===== config.mk =====
export PLATFORM = sky130hd
export DESIGN_NAME = sgf_ctrl
export DESIGN_NICKNAME = d
export VERILOG_FILES = /design/src/design/strided_gather_to_float_macros.svh /design/src/design/sgf_pkg.sv /design/src/design/sgf_ctrl.sv
export SDC_FILE = /design/constraint.sdc
export NUM_CORES = 1
export LEC_CHECK = 0
export BUFFER_PORTS_ARGS = -buffer_cell sky130_fd_sc_hd__buf_2
export CAP_MARGIN = 25
export CORE_MARGIN = 10
export CORE_UTILIZATION = 45
export CTS_BUF_LIST = sky130_fd_sc_hd__clkbuf_4
export DETAILED_ROUTE_END_ITERATION = 6
export PLACE_DENSITY = 0.91
export SLEW_MARGIN = 15
export SYNTH_ARGS = -nofsm -noshare
export SYNTH_HDL_FRONTEND = slang
export SYNTH_SLANG_ARGS = --single-unit

===== constraint.sdc =====
create_clock -name clk -period 5.3 [get_ports clk]
set_input_delay 0.265 -clock clk [delete_from_list [all_inputs] [get_ports clk]]
set_output_delay 0.265 -clock clk [all_outputs]
set_load 0.1 [all_outputs]

===== src/design/strided_gather_to_float_macros.svh =====
// assertion macros for the strided gather block
`ifndef STRIDED_GATHER_TO_FLOAT_MACROS_SVH
`define STRIDED_GATHER_TO_FLOAT_MACROS_SVH
// a implies b at the same edge
`define SGF_ASSERT_IMP(label, a, b) \
  label: assert property (@(posedge clk) disable iff (rst) (a) |-> (b)) else $error("failed");
// a implies b at the next edge
`define SGF_ASSERT_NEXT(label, a, b) \
  label: assert property (@(posedge clk) disable iff (rst) (a) |=> (b)) else $error("failed");
`endif


===== src/design/sgf_pkg.sv =====
// ----------------------------------------------------------------------------
// sgf_pkg
// types, codes and a type check helper shared by the gather block
// ----------------------------------------------------------------------------
package sgf_pkg;
  localparam int AddrBits = 48;
  localparam int GroupSize = 8;

  localparam logic [7:0] TYPE_DOUBLE = 8'd13;
  localparam logic [7:0] TYPE_FLOAT = 8'd15;
  localparam logic [7:0] TYPE_S32 = 8'd32;
  localparam logic [7:0] TYPE_S16 = 8'd16;
  localparam logic [7:0] TYPE_S8 = 8'd8;
  localparam logic [7:0] TYPE_U32 = 8'd132;
  localparam logic [7:0] TYPE_U16 = 8'd116;
  localparam logic [7:0] TYPE_U8 = 8'd108;

  localparam logic [2:0] REG_BASE = 3'd0;
  localparam logic [2:0] REG_ROWLEN = 3'd1;
  localparam logic [2:0] REG_ISTRIDE = 3'd2;
  localparam logic [2:0] REG_OSTRIDE = 3'd3;
  localparam logic [2:0] REG_TYPE = 3'd4;
  localparam logic [2:0] REG_ATOTAL = 3'd5;
  localparam logic [2:0] REG_ANUM = 3'd6;

  // commands from controller to datapath
  typedef struct packed {
    logic div_start;  // load divider with start / row length
    logic div_step;   // one quotient bit
    logic addr_mul;   // row * outer stride (product step)
    logic addr_first; // first address from row start and column
    logic data_load;  // capture raw element
    logic conv_norm;  // normalize step
    logic conv_round; // round and pack
    logic advance;    // step position after a value
  } sgf_cmd_t;

  typedef struct packed {
    logic div_done;
    logic norm_done;
    logic last;       // this value ends the run
  } sgf_sts_t;

  function automatic logic type_known(input logic [7:0] t);
    return t inside {TYPE_DOUBLE, TYPE_FLOAT, TYPE_S32, TYPE_S16, TYPE_S8,
                     TYPE_U32, TYPE_U16, TYPE_U8};
  endfunction
endpackage


===== src/design/sgf_ctrl.sv =====
// ----------------------------------------------------------------------------
// sgf_ctrl
// sequencer for start, fetch and convert phases, owns output handshake
// ----------------------------------------------------------------------------
module sgf_ctrl (
  input  logic               clk,
  input  logic               rst,
  input  logic               in_valid,
  output logic               in_stall,
  input  logic               action,
  input  logic [31:0]        element_count,
  input  logic [7:0]         element_type,
  output logic               out_valid,
  input  logic               out_stall,
  output sgf_pkg::sgf_cmd_t  cmd,
  input  sgf_pkg::sgf_sts_t  sts,
  output logic               fetch_valid,
  output logic               value_valid,
  output logic               done_res,
  output logic               type_error,
  output logic               busy
);
  import sgf_pkg::*;

  typedef enum logic [6:0] {
    S_IDLE  = 7'b0000001,
    S_DIV   = 7'b0000010,
    S_MUL   = 7'b0000100,
    S_ADDR  = 7'b0001000,
    S_NORM  = 7'b0010000,
    S_ROUND = 7'b0100000,
    S_OUT   = 7'b1000000
  } state_t;

  state_t state, state_next;
  logic   accept;
  logic   out_fire;

  assign in_stall = (state != S_IDLE);
  assign accept = in_valid && !in_stall;
  assign out_fire = out_valid && !out_stall;

  always_comb begin
    cmd = '0;
    state_next = state;
    case (state)
      S_IDLE: if (accept) begin
        if (!action) begin
          if (type_known(element_type) && element_count != '0) begin
            cmd.div_start = 1'b1;
            state_next = S_DIV;
          end else begin
            state_next = S_OUT;
          end
        end else if (busy) begin
          if (type_known(element_type)) begin
            cmd.data_load = 1'b1;
            state_next = S_NORM;
          end else begin
            state_next = S_OUT;
          end
        end
      end
      S_DIV: begin
        if (sts.div_done) state_next = S_MUL;
        else cmd.div_step = 1'b1;
      end
      S_MUL: begin
        cmd.addr_mul = 1'b1;
        state_next = S_ADDR;
      end
      S_ADDR: begin
        cmd.addr_first = 1'b1;
        state_next = S_OUT;
      end
      S_NORM: begin
        if (sts.norm_done) state_next = S_ROUND;
        else cmd.conv_norm = 1'b1;
      end
      S_ROUND: begin
        cmd.conv_round = 1'b1;
        cmd.advance = !sts.last;
        state_next = S_OUT;
      end
      S_OUT: if (out_fire) begin
        state_next = S_IDLE;
      end
      default: state_next = S_IDLE;
    endcase
  end

  always_ff @(posedge clk) begin
    if (rst) begin
      state <= S_IDLE;
      busy <= 1'b0;
      out_valid <= 1'b0;
      fetch_valid <= 1'b0;
      value_valid <= 1'b0;
      done_res <= 1'b0;
      type_error <= 1'b0;
    end else begin
      state <= state_next;
      if (out_fire) out_valid <= 1'b0;
      if (state == S_IDLE && accept) begin
        fetch_valid <= 1'b0;
        value_valid <= 1'b0;
        done_res <= 1'b0;
        type_error <= 1'b0;
        if (!action) begin
          busy <= 1'b0;
          if (!type_known(element_type)) begin
            type_error <= 1'b1;
            out_valid <= 1'b1;
          end else if (element_count == '0) begin
            done_res <= 1'b1;
            out_valid <= 1'b1;
          end
        end else if (busy && !type_known(element_type)) begin
          busy <= 1'b0;
          type_error <= 1'b1;
          out_valid <= 1'b1;
        end
      end
      if (state == S_ADDR) begin
        busy <= 1'b1;
        fetch_valid <= 1'b1;
        out_valid <= 1'b1;
      end
      if (state == S_ROUND) begin
        value_valid <= 1'b1;
        out_valid <= 1'b1;
        if (sts.last) begin
          done_res <= 1'b1;
          busy <= 1'b0;
        end else begin
          fetch_valid <= 1'b1;
        end
      end
    end
  end

  // fetch address of a continuing run is valid once advance has stepped it
endmodule


==> summary.md, run 1 <==
| Metric | Value |
|---|---|
| Die area | `0.004115 mm^2` |
| Final Setup Violations | `0` |
| Mapped Cells | `116` |
| Setup ws final | `2.789 ns` |
| Num rows | `15` |
| First-pass GRT wire length | `4781 um` |
| Routed vias | `1,162` |
| Initial Utilization | `0.4919` |
| Simple-gate portion of the synthesized area | `0.3909` |
| Max Buffers Root-to-Sink | `2` |
| Die width | `64.15 um` |
| Met1 Use GR | `0.1313` |
| Setup crit end kind | `output port` |
| Synth Cell Area | `877.1 um^2` |
| Synth Area in Compound Gates | `0.2511` |
| Met3 usage | `0.05923` |
| #FFs+latches synth | `13` |
| TritonCTS clock tree | `done` |
| Core ar. | `0.001783 mm^2` |
| WS Path Type | `reg2out` |
| TritonCTS Buffers | `3` |
| Latest clock arrival within the worst-skew pair | `0.28 ns` |
| Post-cts resize count | `0` |
| Post-synthesis mux area share | `0` |
| Sequential share of the synthesized area | `0.2967` |
| I/O Pins | `63` |
| Initial antenna violation count | `0` |
| Number of diodes | `0` |
| Clk sinks | `13` |
| Busiest grt layer | `met2` |
| Post-CTS Setup Inserts | `0` |
| Nets | `229` |
| Worst hold path type | `in2reg` |
| Clk slew on worst S/H paths | `0.09 ns` |
| CP startpoint kind | `flip-flop` |
| Status | `finished, final reports clean` |
| Synth unique cells | `40` |
| Ys flop type | `dfxtp_1` |
| Crit path to | `cmd[2]` |
| Die Ht | `64.15 um` |
| Worst EP arrival | `2.25 ns` |
| CP max FO | `7` |
| RSZ-0062 raised after global routing | `false` |
| TNS Setup | `0 ns` |
| Worst-Margin Slew | `0.5411 ns` |
| Detailed placement HPWL | `2653 um` |
| Worst slack, placed | `2.845 ns` |
| Max Clk Rate | `398.3 MHz` |
| Slowest CP cell | `buf_2` |
| Total grt overflow | `0` |
| Reg-to-Reg End | `done_res$_SDFF_PP0_` |
| Design Power | `238.0 uW` |
| Routed WL | `3129 um` |
| Gpl congestion | `0.8655` |
| Fill cells | `142` |
| R2R Path Start | `state[4]$_SDFFE_PP0P_` |
| Crit-path cells | `nor3_1 -> nand2_1 -> or3_1 -> or2_1 -> inv_1 -> buf_2` |
| Post-Synth Adder-Cell Area | `0` |
| H-tree Lvls | `1` |
| CP Launch Point | `state[1]$_SDFFE_PP0P_` |
| Antenna Nets Post-Route | `0` |
| Router iterations before antenna repair | `5` |
| Hold WS | `0.2187 ns` |
| Final period utilization | `0.4737` |
| WL/cell | `15.26 um` |
| Max_cap viols | `0` |
| LEAKAGE | `0.5704 nW` |
| Final Critical Period | `2.511 ns` |
| Xor and xnor fraction of the mapped netlist area | `0.009986` |
| CP max stage delay | `0.41 ns` |
| Drt via density | `5.668` |
| Pwr Density | `192.3 mW/mm^2` |
| Final Hold Vio Count | `0` |
| Reg2reg path depth | `5` |
| Clk Tree Root Cell | `clkbuf_4` |
| Post-CTS Hold Fix Bufs | `0` |
| Combinational family with the most area after synthesis | `simple AND/OR/NAND/NOR gates` |
| DR DRC count | `0` |
| Async SR Flop Fraction | `0` |
| Total Routing Usage GR | `0.1406` |
| Slew margin rel. | `0.6355` |
| Area delta synth->final | `41.08%` |
| Share of layout cells above drive strength 1 | `0.4111` |
| PortBufs | `62` |
| EDFF count, synth | `0` |
| Synth warnings | `0` |
| Largest net degree at the start of global routing | `12` |
| Syn Area/Cell | `7.561 um^2` |
| Worst EP required | `5.04 ns` |
| Max Clock Skew | `0.007919 ns` |
| Reg2Reg Setup Slack | `3.10 ns` |
| Worst vdd ir | `0.1074 mV` |
| Syn Nets | `164` |
| GRT met2 Usage | `0.2624` |
| Final Max Tran Viols | `0` |
| Vias in the first global route | `1,152` |
| DR iter-0 viols | `43` |
## flip-flops by register name, summed over array words and instances, names as in the netlist
register and flops:
state 7, busy 1, done_res 1, fetch_valid 1, out_valid 1, type_error 1
value_valid 1
## logic make-up after synthesis
family	after synthesis
AOI/OAI and AO/OA	31
xor gates and xnor gates	1
buffers and inverters	11
DFF	13
and+or+nand+nor	60
## through the flow
stage / std cells / util / cell area, um^2
2_1_floorplan: 116 / - / 877.1
3_3_place_gp: 201 / 0.6772 / 1207
3_5_place_dp: 201 / 0.6772 / 1207
4_1_cts: 205 / 0.6940 / 1237
5_1_grt: 205 / 0.6940 / 1237
6_report: 205 / 0.6940 / 1237
## critical path: cells and delay by family (launching register included)
family / cells / cell delay, ns
buf+inv: 2 / 0.46
simple gates: 4 / 1.11
flops: 1 / 0.38
## cell usage after synthesis, types with 3 or more instances
master	n	share of area
a21oi_1	12	0.068
dfxtp_1	13	0.30
inv_1	7	0.030
nand2_1	6	0.026
nand2b_1	3	0.021
nand3_1	4	0.023
nand4_1	3	0.021
nor2_1	15	0.064
nor3_1	6	0.034
nor4_1	10	0.071
o21ai_0	4	0.023
## routing by layer
metal | up-vias | wire length [um]
li1 | 569 | -
met1 | 515 | 1103
met2 | 73 | 1651
met3 | 5 | 334
met4 | 0 | 39
met5 | - | 0
## how the worst min path moves through the flow
| stage | slack (ns) | endpoint | depth (start not counted) | start |
|---|---|---|---|---|
| 6_report | 0.22 | busy$_SDFF_PP0_ | 2 | in_valid |
| 5_1_grt | 0.21 | busy$_SDFF_PP0_ | 2 | in_valid |
| 4_1_cts | 0.21 | busy$_SDFF_PP0_ | 2 | in_valid |
| 3_5_place_dp | 0.45 | value_valid$_SDFFE_PP0P_ | 2 | value_valid$_SDFFE_PP0P_ |
| 3_3_place_gp | 0.44 | value_valid$_SDFFE_PP0P_ | 2 | value_valid$_SDFFE_PP0P_ |
| 2_1_floorplan | 0.38 | busy$_SDFF_PP0_ | 1 | in_valid |
## power by group
group          internal [mW]  switching, mW  leakage (nW)
Clock                 0.0343         0.0337        0.0184
Sequential             0.100        0.00279         0.105
Combinational         0.0241         0.0431         0.447
## cells in the final DEF (no fill, tap or decap)
cell type,Yosys,layout
o2bb2ai_1,1,1
nor4_4,1,1
a21o_1,1,1
or3_1,2,2
nand4b_1,1,1
o221ai_1,1,1
nor4_1,10,10
dfxtp_1,13,13
nor2_1,15,15
nand2_1,6,6
buf_2,0,62
o21bai_1,1,1
and4b_1,1,1
and3_2,1,1
a211oi_1,1,1
nor4b_1,1,1
clkbuf_4,0,4
nand3_1,4,4
inv_1,7,7
o21ai_0,4,4
a211o_1,1,1
a311oi_2,1,1
nor3_1,6,6
a21oi_1,12,12
or2_1,2,2
o211ai_1,1,1
o21ai_2,1,1
a2111oi_4,1,1
o21ai_1,2,2
inv_2,2,2
nand2b_1,3,3
and3_1,1,1
or4_4,1,1
nor3b_1,1,1
a22oi_1,1,1
a32oi_1,1,1
nand4_1,3,3
or4_1,1,1
xnor2_1,1,1
a31oi_1,1,1
## area by class of cell
cell class	count	area (um^2)	share of cell area
clock buffer	4	30.03	0.02427
inverter	9	33.78	0.02730
multi-input combinational	92	571.8	0.4621
sequential	13	260.3	0.2103
tap	25	31.28	0.02528
timing repair buffer	62	310.3	0.2508
No activity file was read; power rests on OpenSTA's default activity.
==> inputs of run 2 (changes only) <==
ABC_AREA = 1   (was default)
CORE_UTILIZATION = 40   (was 45)
PLACE_DENSITY = 0.82   (was 0.91)
clock period = 2.3 ns   (was 5.3 ns; I/O delays follow)
==> run 2 against run 1 <==
Net effect:
- sequential cell count is the same
- sequential power grew to 2.5 times the previous value
- design area grew 17%
- global-route usage shrank 2.0 points
- power grew to 3.2 times the previous value
- combinational power grew to 5.3 times the previous value
- core utilization shrank 11 points
- final cell count grew 35%
- worst hold slack lost 0.12 ns
==> summary.md, run 2 <==
| Metric | Value |
|---|---|
| Worst EP required | `2.18 ns` |
| Ys flop type | `dfxtp_1` |
| Area delta synth->final | `36.95%` |
| Fill cells | `263` |
| CP max stage delay | `0.44 ns` |
| Nets | `295` |
| WL/cell | `11.26 um` |
| Pwr Density | `530.8 mW/mm^2` |
| TritonCTS clock tree | `done` |
| Die width | `71.47 um` |
| Mapped Cells | `182` |
| Most common cell after layout, fill and taps aside | `buf_2` |
| Max Clk Rate | `455.9 MHz` |
| Worst path depth | `8` |
| WS Path Type | `reg2out` |
| Final Max Tran Viols | `0` |
| Routed vias | `1,224` |
| CP Buf/Inv Count | `4` |
| Final Setup Violations | `0` |
| Clk sinks | `13` |
| Gpl congestion | `0.8434` |
| Reg-to-Reg End | `state[6]$_SDFFE_PP0P_` |
| First-pass GRT wire length | `5126 um` |
| TritonCTS Buffers | `3` |
| Slew margin rel. | `0.6708` |
| R2R Path Start | `state[2]$_SDFFE_PP0P_` |
| Post-synth top cells | `nand2_1, inv_1, nor2_1, dfxtp_1, a21oi_1` |
| Vias in the first global route | `1,211` |
| Crit path to | `cmd[0]` |
| Number of diodes | `0` |
| Multi-input logic area | `629.4 um^2` |
| Delay-heaviest family, CP | `simple AND/OR/NAND/NOR gates` |
| Drt via density | `4.435` |
| Initial antenna violation count | `0` |
| Post-DP Area | `0.001419 mm^2` |
| Syn Area/Cell | `5.823 um^2` |
| Design area | `0.001451 mm^2` |
| Post-CTS Setup Inserts | `0` |
| Synth Cell Area | `0.001060 mm^2` |
| Final Critical Period | `2.194 ns` |
| Top-count cell post-synth | `nand2_1` |
| Max Buffers Root-to-Sink | `2` |
| LEAKAGE | `0.8219 nW` |
| Num rows | `18` |
| Async SR Flop Fraction | `0` |
| Max Clock Skew | `0.008683 ns` |
| Initial Utilization | `0.4239` |
| Total Routing Usage GR | `0.1204` |
| PortBufs | `62` |
| Area share of the largest cell type after synthesis | `0.2456` |
| Hold WS | `0.1035 ns` |
| Sequential share of the synthesized area | `0.2456` |
| Worst-Margin Slew | `0.4972 ns` |
| RSZ-0062 raised after global routing | `false` |
| Reg2Reg Setup Slack | `0.69 ns` |
| Worst slack, placed | `0.4099 ns` |
| Clk Tree Root Cell | `clkbuf_4` |
| Final period utilization | `0.9537` |
| Worst vdd ir | `0.5296 mV` |
| Most flop-heavy register | `state` |
| Synth area leaders | `dfxtp_1, nand2_1, inv_1, nor2_1, a21oi_1` |
| Slowest CP cell | `buf_2` |
| Synth area leader | `dfxtp_1` |
| CP startpoint kind | `flip-flop` |
| Antenna Nets Post-Route | `0` |
| TNS Setup | `0 ns` |
| Status | `finished, final reports clean` |
| Largest net degree at the start of global routing | `12` |
| CP Launch Point | `state[2]$_SDFFE_PP0P_` |
| EDFF count, synth | `0` |
| Setup ws final | `0.1064 ns` |
| DR DRC count | `0` |
| H-tree Lvls | `1` |
| Worst EP arrival | `2.08 ns` |
| Register area | `261.5 um^2` |
| Routed WL | `3108 um` |
| DR iter-0 viols | `42` |
| Syn Nets | `230` |
| #FFs+latches synth | `13` |
| Max FFs per register | `7` |
| Core ar. | `0.002500 mm^2` |
| Max_cap viols | `0` |
| Die Ht | `71.47 um` |
| Post-CTS Hold Fix Bufs | `0` |
| Share of layout cells above drive strength 1 | `0.3740` |
| Total grt overflow | `0` |
| Die area | `0.005108 mm^2` |
| Most frequent cells in the layout | `buf_2, nand2_1, inv_1, nor2_1, dfxtp_1` |
| CP max FO | `4` |
| Latest clock arrival within the worst-skew pair | `0.28 ns` |
| I/O Pins | `63` |
| Final Hold Vio Count | `0` |
| Setup crit end kind | `output port` |
| Reg2reg path depth | `9` |
| Router iterations before antenna repair | `4` |
| Synth unique cells | `25` |
| Clk slew on worst S/H paths | `0.08 ns` |
| Worst hold path type | `in2reg` |
| Detailed placement HPWL | `2697 um` |
| Synth warnings | `0` |
| Final Util | `0.5806` |
| Post-cts resize count | `0` |
| Crit-path cells | `nor2_4 -> inv_2 -> nor2_4 -> inv_2 -> nor4_4 -> inv_2 -> nor2_4 -> buf_2` |
## run 2: stage by stage
step	power, mW	std cells
3_3_place_gp	0.6128	272
4_1_cts	0.7730	276
3_5_place_dp	0.6198	272
2_1_floorplan	0.5335	182
6_report	0.7705	276
5_1_grt	0.8265	276
## run 2: worst reg2reg max path, stage by stage (launching register included)
cell and delay [ns]:
dfxtp_2 0.36, nor2_4 0.18, inv_2 0.06, nor2_4 0.10, inv_2 0.05, nor4_4 0.37, nor2_1 0.13, nand2_1 0.09
nand2_1 0.07, a21oi_1 0.14
## run 2: worst min-delay path by stage
stage                     startpoint                    end  cells past startpoint
after global routing       out_stall   out_valid$_SDFF_PP0_                      3
after detailed placement   out_stall   out_valid$_SDFF_PP0_                      3
final                      out_stall   out_valid$_SDFF_PP0_                      3
after CTS                  out_stall   out_valid$_SDFF_PP0_                      3
after floorplan                  rst  state[0]$_SDFFE_PP1P_                      2
after global placement     out_stall   out_valid$_SDFF_PP0_                      3
## run 2: layout make-up
class | instances | share of cell area
sequential | 13 | 0.1802
timing repair buffer | 62 | 0.2155
tap | 30 | 0.02586
multi-input combinational | 119 | 0.4336
inverter | 48 | 0.1241
clock buffer | 4 | 0.02069
## run 2: per-layer routing
layer / GRT usage / wire length [um]
met5: 0 / 0
met4: 0.04946 / 59
met3: 0.05096 / 246
met2: 0.2186 / 1596
met1: 0.1166 / 1205
## run 2: report_power, final
group / switching, mW / leakage, nW / internal [mW]
Combinational: 0.254 / 0.697 / 0.103
Clock: 0.0758 / 0.0184 / 0.0792
Sequential: 0.0168 / 0.106 / 0.242
Total: 0.346 / 0.822 / 0.424
## run 2: kinds of logic (layout without fill, tap and decap cells)
logic type	after synthesis	after routing	synth area share
and+or+nand+nor	105	105	0.4994
buffers and inverters	50	114	0.1806
DFF	13	13	0.2456
AOI/OAI and AO/OA	14	14	0.07438
